## src/rtl/bls_pkg.sv

```systemverilog
`default_nettype none

package bls_pkg;

    // Operating modes of the supervisor.
    typedef enum logic [1:0] {
        MODE_IDLE    = 2'd0,
        MODE_OPENING = 2'd1,
        MODE_FAULT   = 2'd2
    } t_mode;

    // Input event codes.
    typedef enum logic [1:0] {
        OP_TICK      = 2'd0,
        OP_REPORT    = 2'd1,
        OP_HEARTBEAT = 2'd2,
        OP_COMMAND   = 2'd3
    } t_op;

    // Result event codes.
    typedef enum logic [2:0] {
        EV_CHARGE_ON  = 3'd0,
        EV_CHARGE_OFF = 3'd1,
        EV_PERCENT    = 3'd2,
        EV_FAULT      = 3'd3,
        EV_OK         = 3'd4,
        EV_SEND       = 3'd5
    } t_kind;

    // Configuration register indexes.
    typedef enum logic [1:0] {
        REG_CHECK_PERIOD = 2'd0,
        REG_OPEN_TIMEOUT = 2'd1,
        REG_OPEN_TRIES   = 2'd2
    } t_reg;

    // The command frame is AA 02 02 v; the checksum covers length, opcode and value.
    localparam logic [7:0] FRAME_LEN = 8'h02;
    localparam logic [7:0] FRAME_CMD = 8'h02;

    localparam logic [15:0] CHECK_PERIOD_RESET = 16'd9000;
    localparam logic [15:0] OPEN_TIMEOUT_RESET = 16'd300;
    localparam logic [3:0]  OPEN_TRIES_RESET   = 4'd2;
    localparam logic [3:0]  SENDS_MAX          = 4'd15;

    // At most three results come from one event (ok, charge change, percent).
    localparam int MAX_RESULTS = 3;
    localparam int QUEUE_DEPTH = 2;

    typedef struct packed {
        t_kind       kind;
        logic [7:0]  value;
        logic [7:0]  checksum;
    } t_result;

    // All results caused by one input event.
    typedef struct packed {
        logic [1:0]                     count;
        t_result [MAX_RESULTS-1:0]      res;
    } t_bundle;

    // A timer load of zero counts as one tick.
    function automatic logic [15:0] load_of(input logic [15:0] v);
        return (v == 16'd0) ? 16'd1 : v;
    endfunction

endpackage

`default_nettype wire

```

## src/rtl/bls_front.sv

```systemverilog
`default_nettype none

module bls_front (
    input  wire logic            i_clk,
    input  wire logic            i_rst_n,
    input  wire logic            i_push,
    input  wire logic            i_q_full,
    input  wire logic [1:0]      i_operation,
    input  wire logic            i_report_charging,
    input  wire logic            i_report_outputing,
    input  wire logic [6:0]      i_report_percent,
    input  wire logic [7:0]      i_command_value,
    input  wire logic            i_cfg_wr_en,
    input  wire logic [1:0]      i_cfg_index,
    input  wire logic [15:0]     i_cfg_data,
    output logic                 o_q_push,
    output bls_pkg::t_bundle     o_q_data
);
    import bls_pkg::*;

    // Configuration registers.
    logic [15:0] r_check_period;
    logic [15:0] r_open_timeout;
    logic [3:0]  r_open_tries;

    // Supervisor state.
    t_mode       r_mode, n_mode;
    logic        r_hb_seen, n_hb_seen;
    logic [15:0] r_check_timer, n_check_timer;
    logic [15:0] r_open_timer, n_open_timer;
    logic [3:0]  r_sends_done, n_sends_done;
    logic [7:0]  r_cmd_out, n_cmd_out;
    logic        r_charging, n_charging;
    logic        r_outputing, n_outputing;
    logic [6:0]  r_percent, n_percent;

    logic        accept;

    assign accept = i_push && !i_q_full;

    // Configuration writes; an index beyond the list is dropped.
    always_ff @(posedge i_clk) begin
        if (!i_rst_n) begin
            r_check_period <= CHECK_PERIOD_RESET;
            r_open_timeout <= OPEN_TIMEOUT_RESET;
            r_open_tries   <= OPEN_TRIES_RESET;
        end else if (i_cfg_wr_en) begin
            unique case (t_reg'(i_cfg_index))
                REG_CHECK_PERIOD: r_check_period <= i_cfg_data;
                REG_OPEN_TIMEOUT: r_open_timeout <= i_cfg_data;
                REG_OPEN_TRIES:   r_open_tries   <= i_cfg_data[3:0];
                default: ;
            endcase
        end
    end

    // State registers.
    always_ff @(posedge i_clk) begin
        if (!i_rst_n) begin
            r_mode        <= MODE_IDLE;
            r_hb_seen     <= 1'b0;
            r_check_timer <= CHECK_PERIOD_RESET;
            r_open_timer  <= 16'd0;
            r_sends_done  <= 4'd0;
            r_cmd_out     <= 8'd0;
            r_charging    <= 1'b0;
            r_outputing   <= 1'b0;
            r_percent     <= 7'd0;
        end else begin
            r_mode        <= n_mode;
            r_hb_seen     <= n_hb_seen;
            r_check_timer <= n_check_timer;
            r_open_timer  <= n_open_timer;
            r_sends_done  <= n_sends_done;
            r_cmd_out     <= n_cmd_out;
            r_charging    <= n_charging;
            r_outputing   <= n_outputing;
            r_percent     <= n_percent;
        end
    end

    // Classify the event, update the state and collect its results.
    always_comb begin
        t_bundle    b;
        logic [1:0] k;
        logic       check_fire;
        logic       open_fire;
        logic [3:0] sends;
        t_mode      mode_now;
        logic       matched;

        b             = '0;
        k             = 2'd0;
        check_fire    = 1'b0;
        open_fire     = 1'b0;
        sends         = r_sends_done;
        mode_now      = r_mode;
        matched       = 1'b0;
        n_mode        = r_mode;
        n_hb_seen     = r_hb_seen;
        n_check_timer = r_check_timer;
        n_open_timer  = r_open_timer;
        n_sends_done  = r_sends_done;
        n_cmd_out     = r_cmd_out;
        n_charging    = r_charging;
        n_outputing   = r_outputing;
        n_percent     = r_percent;

        if (accept) begin
            unique case (t_op'(i_operation))
                OP_TICK: begin
                    if (r_mode != MODE_FAULT) begin
                        if (r_check_timer > 16'd1) begin
                            n_check_timer = r_check_timer - 16'd1;
                        end else begin
                            check_fire    = 1'b1;
                            n_check_timer = load_of(r_check_period);
                        end
                        if (r_mode == MODE_OPENING) begin
                            if (r_open_timer > 16'd1) begin
                                n_open_timer = r_open_timer - 16'd1;
                            end else begin
                                open_fire    = 1'b1;
                                n_open_timer = 16'd0;
                            end
                        end
                        // A missed heartbeat wins over the open timeout.
                        if (check_fire && !r_hb_seen) begin
                            n_mode        = MODE_FAULT;
                            n_open_timer  = 16'd0;
                            n_check_timer = 16'd0;
                            b.res[k]      = '{kind: EV_FAULT, value: 8'd0, checksum: 8'd0};
                            k             = k + 2'd1;
                        end else begin
                            if (check_fire) begin
                                n_hb_seen = 1'b0;
                            end
                            if (open_fire) begin
                                sends = (r_sends_done < SENDS_MAX) ?
                                        r_sends_done + 4'd1 : r_sends_done;
                                n_sends_done = sends;
                                if (sends < r_open_tries) begin
                                    n_mode       = MODE_OPENING;
                                    n_open_timer = load_of(r_open_timeout);
                                    b.res[k]     = '{kind: EV_SEND, value: r_cmd_out,
                                                     checksum: FRAME_LEN + FRAME_CMD
                                                               + r_cmd_out};
                                    k            = k + 2'd1;
                                end else begin
                                    n_mode       = MODE_IDLE;
                                    n_open_timer = 16'd0;
                                end
                            end
                        end
                    end
                end
                OP_REPORT: begin
                    if (r_mode == MODE_FAULT) begin
                        b.res[k]      = '{kind: EV_OK, value: 8'd0, checksum: 8'd0};
                        k             = k + 2'd1;
                        mode_now      = MODE_IDLE;
                        n_hb_seen     = 1'b0;
                        n_check_timer = load_of(r_check_period);
                    end
                    n_mode = mode_now;
                    if (i_report_charging != r_charging) begin
                        n_charging = i_report_charging;
                        b.res[k]   = '{kind: i_report_charging ? EV_CHARGE_ON : EV_CHARGE_OFF,
                                       value: 8'd0, checksum: 8'd0};
                        k          = k + 2'd1;
                    end
                    // The flag is compared against the whole commanded byte.
                    matched     = (i_report_outputing != r_outputing) &&
                                  ({7'd0, i_report_outputing} == r_cmd_out);
                    n_outputing = i_report_outputing;
                    if (i_report_percent != r_percent) begin
                        n_percent = i_report_percent;
                        b.res[k]  = '{kind: EV_PERCENT, value: {1'b0, i_report_percent},
                                      checksum: 8'd0};
                        k         = k + 2'd1;
                    end
                    if (matched && mode_now == MODE_OPENING) begin
                        n_mode       = MODE_IDLE;
                        n_open_timer = 16'd0;
                    end
                end
                OP_HEARTBEAT: begin
                    if (r_mode == MODE_FAULT) begin
                        b.res[k]      = '{kind: EV_OK, value: 8'd0, checksum: 8'd0};
                        k             = k + 2'd1;
                        n_mode        = MODE_IDLE;
                        n_check_timer = load_of(r_check_period);
                    end
                    n_hb_seen = 1'b1;
                end
                OP_COMMAND: begin
                    if (r_mode != MODE_FAULT) begin
                        n_cmd_out    = i_command_value;
                        n_sends_done = 4'd0;
                        n_mode       = MODE_OPENING;
                        n_open_timer = load_of(r_open_timeout);
                        b.res[k]     = '{kind: EV_SEND, value: i_command_value,
                                         checksum: FRAME_LEN + FRAME_CMD + i_command_value};
                        k            = k + 2'd1;
                    end
                end
            endcase
        end

        b.count  = k;
        o_q_data = b;
        o_q_push = accept && (k != 2'd0);
    end

endmodule

`default_nettype wire

```

## src/rtl/bls_queue.sv

```systemverilog
`default_nettype none

module bls_queue (
    input  wire logic            i_clk,
    input  wire logic            i_rst_n,
    input  wire logic            i_push,
    input  bls_pkg::t_bundle     i_data,
    output logic                 o_full,
    input  wire logic            i_pop,
    output bls_pkg::t_bundle     o_data,
    output logic                 o_empty
);
    import bls_pkg::*;

    localparam int PTR_W = $clog2(QUEUE_DEPTH);
    localparam int CNT_W = $clog2(QUEUE_DEPTH + 1);
    localparam logic [PTR_W-1:0] PTR_LAST = PTR_W'(QUEUE_DEPTH - 1);
    localparam logic [CNT_W-1:0] CNT_FULL = CNT_W'(QUEUE_DEPTH);

    t_bundle          r_mem [QUEUE_DEPTH];
    logic [PTR_W-1:0] r_wr_ptr, n_wr_ptr;
    logic [PTR_W-1:0] r_rd_ptr, n_rd_ptr;
    logic [CNT_W-1:0] r_count, n_count;
    logic             do_push;
    logic             do_pop;

    assign o_full  = (r_count == CNT_FULL);
    assign o_empty = (r_count == '0);
    assign do_push = i_push && !o_full;
    assign do_pop  = i_pop && !o_empty;
    assign o_data  = r_mem[r_rd_ptr];

    // Pointer and fill count update.
    always_comb begin
        n_wr_ptr = r_wr_ptr;
        n_rd_ptr = r_rd_ptr;
        n_count  = r_count;
        if (do_push) begin
            n_wr_ptr = (r_wr_ptr == PTR_LAST) ? '0 : r_wr_ptr + 1'b1;
        end
        if (do_pop) begin
            n_rd_ptr = (r_rd_ptr == PTR_LAST) ? '0 : r_rd_ptr + 1'b1;
        end
        if (do_push && !do_pop) begin
            n_count = r_count + 1'b1;
        end else if (do_pop && !do_push) begin
            n_count = r_count - 1'b1;
        end
    end

    always_ff @(posedge i_clk) begin
        if (!i_rst_n) begin
            r_wr_ptr <= '0;
            r_rd_ptr <= '0;
            r_count  <= '0;
        end else begin
            r_wr_ptr <= n_wr_ptr;
            r_rd_ptr <= n_rd_ptr;
            r_count  <= n_count;
        end
    end

    // Storage for waiting bundles.
    always_ff @(posedge i_clk) begin
        if (do_push) begin
            r_mem[r_wr_ptr] <= i_data;
        end
    end

endmodule

`default_nettype wire

```

## src/rtl/bls_back.sv

```systemverilog
`default_nettype none

module bls_back (
    input  wire logic            i_clk,
    input  wire logic            i_rst_n,
    input  wire logic            i_q_empty,
    input  bls_pkg::t_bundle     i_q_data,
    output logic                 o_q_pop,
    input  wire logic            i_pop,
    output logic                 o_empty,
    output logic [2:0]           o_event_kind,
    output logic [7:0]           o_event_value,
    output logic [7:0]           o_frame_checksum,
    output logic                 o_last
);
    import bls_pkg::*;

    t_bundle    r_bundle, n_bundle;
    logic [1:0] r_idx, n_idx;
    logic       r_busy, n_busy;
    logic       last_item;
    logic       advance;
    logic       can_load;
    t_result    cur;

    assign last_item = (r_idx == r_bundle.count - 2'd1);
    assign advance   = r_busy && i_pop;
    assign can_load  = !r_busy || (advance && last_item);
    assign o_q_pop   = can_load && !i_q_empty;

    // Step through the results of the current bundle, then load the next.
    always_comb begin
        n_bundle = r_bundle;
        n_idx    = r_idx;
        n_busy   = r_busy;
        if (o_q_pop) begin
            n_bundle = i_q_data;
            n_idx    = 2'd0;
            n_busy   = 1'b1;
        end else if (advance) begin
            if (last_item) begin
                n_busy = 1'b0;
            end else begin
                n_idx = r_idx + 2'd1;
            end
        end
    end

    always_ff @(posedge i_clk) begin
        if (!i_rst_n) begin
            r_busy <= 1'b0;
            r_idx  <= 2'd0;
        end else begin
            r_busy <= n_busy;
            r_idx  <= n_idx;
        end
    end

    always_ff @(posedge i_clk) begin
        r_bundle <= n_bundle;
    end

    // Present the current result.
    assign cur              = r_bundle.res[r_idx];
    assign o_empty          = !r_busy;
    assign o_event_kind     = cur.kind;
    assign o_event_value    = cur.value;
    assign o_frame_checksum = cur.checksum;
    assign o_last           = last_item;

endmodule

`default_nettype wire

```

## src/rtl/battery_link_supervisor.sv

```systemverilog
// Battery link supervisor.
// Input channel: an event (tick, status report, heartbeat or output command)
// transfers at a rising edge with push high and full low. Result channel: the
// oldest result sits on the o_ result ports while empty is low and transfers
// at a rising edge with pop high. An event yields zero to three results; the
// final one of an event carries o_last.
// Configuration: i_cfg_wr_en writes i_cfg_data into register i_cfg_index
// (0 check period, 1 open timeout, 2 open tries) at the edge; write only
// while no results are pending.
// Timing: an event's results pass through the bundle queue and then the result
// stage register before the first is visible. The event decoder takes one event
// per cycle while full is low; the result stage hands out one result per cycle
// while pop is high. A two-entry queue of result bundles between the decoder and
// the result stage sets how far the input runs ahead of a stalled receiver;
// once it is full, full stays high until pop drains a bundle.
// Reset: all modes, timers and flags return to their reset values, the
// configuration registers to 9000, 300 and 2, and both sides come up empty.
`default_nettype none

module battery_link_supervisor (
    input  wire logic        i_clk,
    input  wire logic        i_rst_n,
    input  wire logic        push,
    output logic             full,
    input  wire logic [1:0]  i_operation,
    input  wire logic        i_report_charging,
    input  wire logic        i_report_outputing,
    input  wire logic [6:0]  i_report_percent,
    input  wire logic [7:0]  i_command_value,
    input  wire logic        pop,
    output logic             empty,
    output logic [2:0]       o_event_kind,
    output logic [7:0]       o_event_value,
    output logic [7:0]       o_frame_checksum,
    output logic             o_last,
    input  wire logic        i_cfg_wr_en,
    input  wire logic [1:0]  i_cfg_index,
    input  wire logic [15:0] i_cfg_data
);
    import bls_pkg::*;

    logic    q_push;
    logic    q_full;
    logic    q_pop;
    logic    q_empty;
    t_bundle q_wr_data;
    t_bundle q_rd_data;

    assign full = q_full;

    // Event decoder and state.
    bls_front u_front (
        .i_clk              (i_clk),
        .i_rst_n            (i_rst_n),
        .i_push             (push),
        .i_q_full           (q_full),
        .i_operation        (i_operation),
        .i_report_charging  (i_report_charging),
        .i_report_outputing (i_report_outputing),
        .i_report_percent   (i_report_percent),
        .i_command_value    (i_command_value),
        .i_cfg_wr_en        (i_cfg_wr_en),
        .i_cfg_index        (i_cfg_index),
        .i_cfg_data         (i_cfg_data),
        .o_q_push           (q_push),
        .o_q_data           (q_wr_data)
    );

    // Bundle queue between decoder and result stage.
    bls_queue u_queue (
        .i_clk   (i_clk),
        .i_rst_n (i_rst_n),
        .i_push  (q_push),
        .i_data  (q_wr_data),
        .o_full  (q_full),
        .i_pop   (q_pop),
        .o_data  (q_rd_data),
        .o_empty (q_empty)
    );

    // Result serializer.
    bls_back u_back (
        .i_clk            (i_clk),
        .i_rst_n          (i_rst_n),
        .i_q_empty        (q_empty),
        .i_q_data         (q_rd_data),
        .o_q_pop          (q_pop),
        .i_pop            (pop),
        .o_empty          (empty),
        .o_event_kind     (o_event_kind),
        .o_event_value    (o_event_value),
        .o_frame_checksum (o_frame_checksum),
        .o_last           (o_last)
    );

endmodule

`default_nettype wire

```

## config.mk

```make
export PLATFORM = sky130hd
export DESIGN_NAME = battery_link_supervisor
export DESIGN_NICKNAME = d
export VERILOG_FILES = /design/src/rtl/bls_pkg.sv /design/src/rtl/bls_front.sv /design/src/rtl/bls_queue.sv /design/src/rtl/bls_back.sv /design/src/rtl/battery_link_supervisor.sv
export SDC_FILE = /design/constraint.sdc
export NUM_CORES = 1
export LEC_CHECK = 0
export BUFFER_PORTS_ARGS = -buffer_cell sky130_fd_sc_hd__buf_2
export CAP_MARGIN = 20
export CORE_UTILIZATION = 36
export CTS_BUF_LIST = sky130_fd_sc_hd__clkbuf_16
export CTS_CLUSTER_SIZE = 16
export DETAILED_ROUTE_END_ITERATION = 6
export GPL_TIMING_DRIVEN = 1
export SLEW_MARGIN = 5
export SYNTH_ARGS = -nofsm -noshare
export SYNTH_HDL_FRONTEND = slang
export SYNTH_SLANG_ARGS = --single-unit
```

## constraint.sdc

```tcl
create_clock -name i_clk -period 13.2 [get_ports i_clk]
set_input_delay 3.3 -clock i_clk [delete_from_list [all_inputs] [get_ports i_clk]]
set_output_delay 3.3 -clock i_clk [all_outputs]
set_load 0.01 [all_outputs]
```

==> results of run 1 <==
-- cell type report --
cell class | count | area, um2
Clock buffer | 24 | 600.6
Multi-Input combinational cell | 692 | 4414
Timing Repair Buffer | 75 | 429.2
Inverter | 25 | 93.84
Sequential cell | 213 | 5405
Fill cell | 2674 | 15730
Tap cell | 372 | 465.4
Clock inverter | 18 | 117.6
-- logic make-up after synthesis --
family	share of synthesized area
DFF	0.5356
xor gates and xnor gates	0.02864
muxes	0.06633
adders and majority gates	0.02356
AOI/OAI and AO/OA	0.1376
buffers and inverters	0.02988
and+or+nand+nor	0.1784
-- sequential cells by signal (all words and copies together), names as in the netlist, 7 cells and up --
register / cells
u_front.r_open_timer: 16
u_front.r_check_period: 16
u_queue.r_mem: 76
u_back.r_bundle: 38
u_front.r_open_timeout: 16
u_front.r_cmd_out: 8
u_front.r_check_timer: 16
u_front.r_percent: 7
-- placed cells by master, fill, tap and decap left out, types with 5 or more instances in the layout --
cell	count
nand4_1	7
and3_1	16
nor4_1	14
nor2_1	80
a32oi_1	5
mux2i_1	23
and2_1	24
xor2_1	11
o22ai_1	5
buf_2	63
a211oi_1	5
nand3b_1	5
o21ai_0	45
buf_4	9
inv_1	29
clkinv_1	7
xnor2_1	22
edfxtp_1	114
o32ai_2	7
a31oi_1	10
o311ai_0	5
ha_1	19
clkbuf_16	24
mux2_2	39
a21oi_1	75
dfxtp_1	99
nand2b_1	11
nor3_1	23
nand2_1	133
a221oi_1	10
nand3_1	27
-- power by group --
part	switching [mW]	leakage (nW)	internal, mW
logic	0.239	2.00	0.159
clock network	0.260	0.373	0.349
registers	0.0415	1.89	0.813
total	0.541	4.26	1.32
-- critical path, stage by stage --
cell,delay [ns]
buf_2,0.11
inv_1,0.07
ha_1,0.14
buf_4,0.29
clkinv_1,0.48
nand3_1,0.23
a21oi_1,0.08
a41o_1,0.26
a21oi_1,0.44
inv_1,0.09
ha_1,0.33
or3_1,0.38
a21oi_1,0.13
-- worst max-delay path by stage --
stage	from	to	slack, ns	cells past startpoint
floorplan	i_operation[1]	u_queue.r_mem[1][0]$_DFFE_PP_	6.65	9
global placement	i_operation[0]	u_queue.r_count[1]$_SDFFE_PN0P_	6.86	13
detailed placement	i_operation[0]	u_queue.r_count[1]$_SDFFE_PN0P_	6.78	13
CTS	i_operation[0]	u_queue.r_count[1]$_SDFFE_PN0P_	7.33	13
global route	i_operation[1]	u_front.r_check_timer[10]$_SDFFE_PN0P_	7.02	10
finish	i_operation[0]	u_queue.r_count[1]$_SDFFE_PN0P_	7.32	13
-- routing by layer --
layer	global-route usage	up-vias	routed length (um)
li1	-	3680	-
met1	0.2194	3619	10920
met2	0.2823	188	11230
met3	0.02122	35	848
met4	0.04348	0	472
met5	0	-	0
==> impl_metrics.ini, run 1 <==
[finish]
finalInstanceArea_um2 = 11530
area_growth_pct = 14.21
fin_util = 0.4230
fin_cells = 1419
antenna_cells = 0
finalNetCount = 1091
drive_above_1_share = 0.1671

[worst_hold_path]
min_to = u_front.r_open_timeout[0]$_SDFFE_PN0P_
hold_path_class = flop to flop
hp-start = u_front.r_open_timeout[0]$_SDFFE_PN0P_
hold_depth = 2

[setup_path]
required_ns = 13.66
worstReg2RegStart = u_front.r_sends_done[0]$_SDFFE_PN0P_
start_kind = primary input
reg2reg_slack_ns = 9.07
rr_endpoint = u_queue.r_count[1]$_SDFFE_PN0P_
crit_path_end_kind = flop
r2r.worst_path.cells = 13
critPathKind = primary input to flop
cp.arrival_ns = 6.34
crit_fanout = 32

[die]
core_area_um2 = 27250
io_pins = 64
die-area_um2 = 28710
start_util = 0.3703
die_w_um = 169.4
rows = 60
die_y_um = 169.4

[synthesis]
synth.distinct_cells = 66
synthTopCellsByArea = edfxtp_1 34%, dfxtp_1 20%, nand2_1 4.9%, mux2_2 4.4%, a21oi_1 3.7%
syn_area_per_cell_um2 = 10.33
syn_inst = 977
netlist_top_cells_count = 133 x nand2_1, 114 x edfxtp_1, 99 x dfxtp_1
synth_nets = 1038
yosysSeqAreaShare = 0.5356
yosys_warnings = 0
ys_seq_elements = 213
synth_edf_count = 114
yosys.area.top_type = edfxtp_1
syn_area_um2 = 10090
yosysMostFrequentCell = nand2_1
synth-main-ff-cell = edfxtp_1
ys_async_sr_fraction = 0
synth_top_area_frac = 0.3392

[clock_network]
post_cts_buffers = 0
clock-sinks = 213
clock_latency_ns = 0.53
cts_buffers = 23
cts_root_buffer = clkbuf_16
tritoncts = built
clk_path_buf_depth = 3
cts_resized = 0
clk_pin_slew_ns = 0.06
htree_levels = 1
hold_buffers = 0

[route]
firstDrtPassIters = 5
wl_per_cell_um = 16.54
dr_total_vias = 7522
ant_nets = 0
routed_wl_um = 23470
avgViaCountPerCell = 5.301
route.detailed.drc = 0
drtIter0Drc = 528

[grt]
antenna_found_initial = 0
grt_max_degree = 58
grt_usage = 0.1650
grt_overflow = 0
grt_pass1_vias = 7247
grt_pass1_wl_um = 37830

[place]
port_buffers = 63
post-dp-hpwl_um = 16020
placed_cell_area_um2 = 10800
gp_congestion = 0.8217
place_inst = 1376
dp_slack_ns = 6.779

[pwr]
p_total_mw = 1.862
leakagePower_nw = 4.257
ir_drop_mv = 0.08972
powerDensity_nw_per_um2 = 161.5

[timing]
relSlewSlack = 0.4186
finalWorstSetupSlack_ns = 7.319
slew_violations = 0
fmaxAchievable_mhz = 170.0
worst_slew_pin_slew_ns = 0.8689
finalHoldViolations = 0
fin_skew_ns = 0.01255
hold_ws_ns = 0.4610
period_minus_slack_ns = 5.881
rsz0062_at_grt = no
setup_tns_ns = 0
setup_viol = 0
timing.final.crit_share = 0.4455

[run_status]
run_status = finished clean

[job]
drv_cap = 0
Power figures use the tool's default switching activity.
==> run 2, diff against run 1 <==
Clock period 13.2 ns to 4.8 ns, I/O delays scaled along.
==> run 2 against run 1 <==
Against the previous run: sequential power grew to 2.7 times the previous value; clock skew up 0.0036 ns; highest routed layer unchanged; largest power group unchanged; first-iteration DRC count fell by 1.3%.
==> impl_metrics.ini, run 2 (same netlist as run 1, synthesis figures left out) <==
[pwr]
ir_drop_mv = 0.2273
leakagePower_nw = 4.255
p_total_mw = 5.202
powerDensity_nw_per_um2 = 450.3

[timing]
fin_skew_ns = 0.01616
rsz0062_at_grt = no
relSlewSlack = 0.2871
setup_viol = 0
setup_tns_ns = 0
finalHoldViolations = 0
slew_violations = 0
period_minus_slack_ns = 4.002
fmaxAchievable_mhz = 249.9
worst_slew_pin_slew_ns = 1.069
timing.final.crit_share = 0.8337

[place]
port_buffers = 63
place_inst = 1379
placed_cell_area_um2 = 10800
gp_congestion = 0.8901
post-dp-hpwl_um = 16120

[die]
io_pins = 64
die-area_um2 = 28710
rows = 60
die_w_um = 169.4
start_util = 0.3703
die_y_um = 169.4
core_area_um2 = 27250

[finish]
finalInstanceArea_um2 = 11550
top_register = u_queue.r_mem
area_growth_pct = 14.48
most-common-layout-cells = 133 x nand2_1, 114 x edfxtp_1, 99 x dfxtp_1
finalNetCount = 1093
fill_cells = 2603
fin_util = 0.4240
antenna_cells = 0
reg_top3 = u_queue.r_mem (76), u_back.r_bundle (38)
fin_cells = 1420
layout_commonest_cell = nand2_1
drive_above_1_share = 0.1727
multi_input_area_um2 = 4414
largest_register_ffs = 76
layout.area.seq_um2 = 5405

[grt]
antenna_found_initial = 0
grt_overflow = 0
grt_pass1_vias = 7059
grt_usage = 0.1667
grt_pass1_wl_um = 38230
grt_max_degree = 42

[setup_path]
start_kind = flop
required_ns = 5.24
crit_path_end_kind = flop
crit_fanout = 6
cp.arrival_ns = 4.44
critPathKind = flop to flop

[route]
drtIter0Drc = 521
route.detailed.drc = 0
wl_per_cell_um = 16.66
dr_total_vias = 7551
avgViaCountPerCell = 5.318
firstDrtPassIters = 7
routed_wl_um = 23660
ant_nets = 0

[job]
drv_cap = 0

[clock_network]
htree_levels = 1
clock_latency_ns = 0.53
clk_pin_slew_ns = 0.06
post_cts_buffers = 0
cts_resized = 0
tritoncts = built
cts_buffers = 23
clk_path_buf_depth = 3
cts_root_buffer = clkbuf_16
hold_buffers = 0
clock-sinks = 213

[run_status]
run_status = finished clean

[worst_hold_path]
hold_path_class = flop to flop
==> run 2: cell count changes in the layout (fill, tap and decap cells not counted) <==
cell | previous run | this run
clkinv_1 | 7 | 6
buf_8 | 1 | 0
clkbuf_16 | 24 | 23
bufinv_16 | 1 | 3
clkinvlp_4 | 1 | 3
clkinv_2 | 3 | 4
inv_1 | 29 | 25
buf_6 | 1 | 0
buf_4 | 9 | 14
buf_12 | 1 | 0
==> run 2: final cells by class <==
cell class | instances | area share
clock buffer | 23 | 0.04982
sequential | 213 | 0.4678
inverter | 25 | 0.008122
tap | 372 | 0.04029
timing repair buffer | 77 | 0.03639
multi-input combinational | 692 | 0.3821
clock inverter | 18 | 0.01549
==> run 2: final timing paths <==
path / start / end / slack, ns / cells after the start
hold reg to reg: u_front.r_open_timeout[0]$_SDFFE_PN0P_ / u_front.r_open_timeout[0]$_SDFFE_PN0P_ / 0.46 / 2
setup / recovery: u_front.r_sends_done[0]$_SDFFE_PN0P_ / u_queue.r_count[1]$_SDFFE_PN0P_ / 0.80 / 13
hold / removal: u_front.r_open_timeout[0]$_SDFFE_PN0P_ / u_front.r_open_timeout[0]$_SDFFE_PN0P_ / 0.46 / 2
setup reg to reg: u_front.r_sends_done[0]$_SDFFE_PN0P_ / u_queue.r_count[1]$_SDFFE_PN0P_ / 0.80 / 13
==> run 2: metal layers <==
layer / global-route usage / wire length [um] / vias to the layer above
met5: 0 / 0 / -
met4: 0.04465 / 447 / 0
met3: 0.02285 / 952 / 31
met2: 0.2793 / 11330 / 168
met1: 0.2253 / 10930 / 3675
li1: - / - / 3677
==> run 2: stage by stage <==
step | worst slack [ns] | hold WS (ns)
after floorplan | 0.1999 | 0.4357
after global placement | 0.7943 | 0.4455
after detailed placement | 0.7171 | 0.4507
after CTS | 0.8080 | 0.4587
after global routing | 0.4868 | 0.4777
final | 0.7982 | 0.4575
==> run 2: report_power, final <==
group	switching, mW	internal [mW]	total [mW]
logic	0.658	0.433	1.09
clock network	0.725	1.04	1.77
registers	0.111	2.24	2.35
==> run 2: worst max-delay path, cell delays in order (launching register included) <==
cell and delay, ns:
dfxtp_1 0.36, ha_1 0.26, nand3_1 0.16, mux2_2 0.37, ha_1 0.27, and3_1 0.18, o21ai_0 0.09, o21ai_0 0.51
o211ai_1 0.32, a21oi_1 0.47, inv_1 0.09, ha_1 0.32, or3_1 0.38, a21oi_1 0.15
==> run 3, diff against run 2 <==
Clock period 4.8 ns to 4.1 ns, I/O delays scaled along.
==> run 3 against run 2 <==
Against the previous run: die area unchanged; total power increased by 19%; sequential share of layout area decreased by 0.33 points; largest cell class unchanged; via count about the same; global-route usage about the same; first-iteration DRC count increased by 12%; cell count increased by 0.28%.
==> impl_metrics.ini, run 3 (same netlist as run 1, synthesis figures left out) <==
[timing]
fmaxAchievable_mhz = 270.5
relSlewSlack = 0.4557
fin_skew_ns = 0.02030
setup_tns_ns = 0
slew_violations = 0
worst_slew_pin_slew_ns = 0.8164
finalHoldViolations = 0
hold_ws_ns = 0.4583
timing.final.crit_share = 0.9017
setup_viol = 0
period_minus_slack_ns = 3.697
rsz0062_at_grt = no

[pwr]
p_seq_frac = 0.447
powerDensity_nw_per_um2 = 530.4
internal_power_mw = 4.411
leakagePower_nw = 4.307
ir_drop_mv = 0.2793
clkPwrFrac = 0.344
combPwrFrac = 0.209
switching_share = 0.2852
p_switching_mw = 1.760

[clock_network]
tritoncts = built
cts_buffers = 23
clk_pin_slew_ns = 0.06
post_cts_buffers = 0
cts_root_buffer = clkbuf_16
clk_path_buf_depth = 3
clock_latency_ns = 0.53
clock-sinks = 213
cts_resized = 0
htree_levels = 1
hold_buffers = 0

[grt]
grt_pass1_wl_um = 38380
grt_max_degree = 42
grt_overflow = 0
grt_pass1_vias = 7268
antenna_found_initial = 0
grt_usage = 0.1668

[finish]
fill_cells = 2621
largest_register_ffs = 76
reg_top3 = u_queue.r_mem (76), u_back.r_bundle (38)
most-common-layout-cells = 133 x nand2_1, 114 x edfxtp_1, 99 x dfxtp_1
antenna_cells = 0
layout_commonest_cell = nand2_1
fin_util = 0.4270
top_register = u_queue.r_mem
area_growth_pct = 15.30
drive_above_1_share = 0.1759
finalNetCount = 1098

[setup_path]
critPathKind = flop to flop
crit_fanout = 6
required_ns = 4.56
crit_path_end_kind = flop
rr_endpoint = u_queue.r_count[1]$_SDFFE_PN0P_
cp.arrival_ns = 4.16
r2r.worst_path.cells = 13
reg2reg_slack_ns = 0.40
start_kind = flop
worstReg2RegStart = u_front.r_sends_done[0]$_SDFFE_PN0P_

[route]
dr_total_vias = 7548
firstDrtPassIters = 5
routed_wl_um = 23850
drtIter0Drc = 583
ant_nets = 0
wl_per_cell_um = 16.75
route.detailed.drc = 0
avgViaCountPerCell = 5.301

[die]
die_w_um = 169.4
die_y_um = 169.4
start_util = 0.3703
die-area_um2 = 28710
io_pins = 64
rows = 60
core_area_um2 = 27250

[job]
drv_cap = 0

[worst_hold_path]
min_to = u_front.r_open_timeout[0]$_SDFFE_PN0P_
hold_path_class = flop to flop
hold_depth = 2
hp-start = u_front.r_open_timeout[0]$_SDFFE_PN0P_

[place]
post-dp-hpwl_um = 16270
port_buffers = 63
gp_congestion = 0.8515

[run_status]
run_status = finished clean
[run 3: worst max-delay path by stage]
| stage | start | slack [ns] | end |
|---|---|---|---|
| after floorplan | pop | 0.16 | u_queue.r_count[1]$_SDFFE_PN0P_ |
| after global placement | u_front.r_sends_done[0]$_SDFFE_PN0P_ | 0.53 | u_queue.r_count[1]$_SDFFE_PN0P_ |
| after detailed placement | u_front.r_sends_done[0]$_SDFFE_PN0P_ | 0.42 | u_queue.r_count[1]$_SDFFE_PN0P_ |
| after CTS | u_front.r_sends_done[0]$_SDFFE_PN0P_ | 0.43 | u_queue.r_count[1]$_SDFFE_PN0P_ |
| after global routing | u_front.r_sends_done[0]$_SDFFE_PN0P_ | 0.16 | u_queue.r_mem[1][13]$_DFFE_PP_ |
| final | u_front.r_sends_done[0]$_SDFFE_PN0P_ | 0.40 | u_queue.r_count[1]$_SDFFE_PN0P_ |
[run 3: per-stage QoR]
| stage | instance area [um2] | power, mW | std cells | setup WS [ns] |
|---|---|---|---|---|
| 2_1_floorplan | 10100 | 3.666 | 977 | 0.1570 |
| 3_3_place_gp | 10850 | 4.079 | 1383 | 0.5308 |
| 3_5_place_dp | 10870 | 4.101 | 1384 | 0.4243 |
| 4_1_cts | 11640 | 6.240 | 1424 | 0.4313 |
| 5_1_grt | 11640 | 6.461 | 1424 | 0.1592 |
| 6_report | 11640 | 6.171 | 1424 | 0.4028 |
[run 3: cell type report]
type,instances,area [um2],area share
timing repair buffer,82,490.5,0.04215
clock buffer,23,575.6,0.04946
multi-input combinational,692,4414,0.3794
clock inverter,17,191.4,0.01645
sequential,213,5405,0.4645
tap,372,465.4,0.04000
inverter,25,93.84,0.008064
[run 3: power groups by stage]
stage / clock network [mW] / registers, mW / logic [mW]
after floorplan: 0 / 2.75 / 0.912
after global placement: 0 / 2.80 / 1.28
after detailed placement: 0 / 2.81 / 1.30
after CTS: 2.17 / 2.76 / 1.31
after global routing: 2.25 / 2.79 / 1.42
final: 2.12 / 2.76 / 1.29
[run 3: per-layer routing]
layer / vias up / GRT usage / part of all wire
li1: 3682 / - / -
met1: 3644 / 0.2221 / 0.47
met2: 189 / 0.2848 / 0.47
met3: 33 / 0.02215 / 0.040
met4: 0 / 0.04309 / 0.018
met5: - / 0 / 0
[run 3: worst max-delay path: stages (launching register included)]
cell,delay [ns]
dfxtp_1,0.35
ha_1,0.25
nand3_1,0.17
mux2_2,0.37
ha_1,0.28
and3_1,0.20
a221oi_1,0.27
o21ai_0,0.30
o211ai_1,0.45
a21oi_1,0.15
inv_1,0.08
ha_1,0.25
or3_1,0.38
a21oi_1,0.14
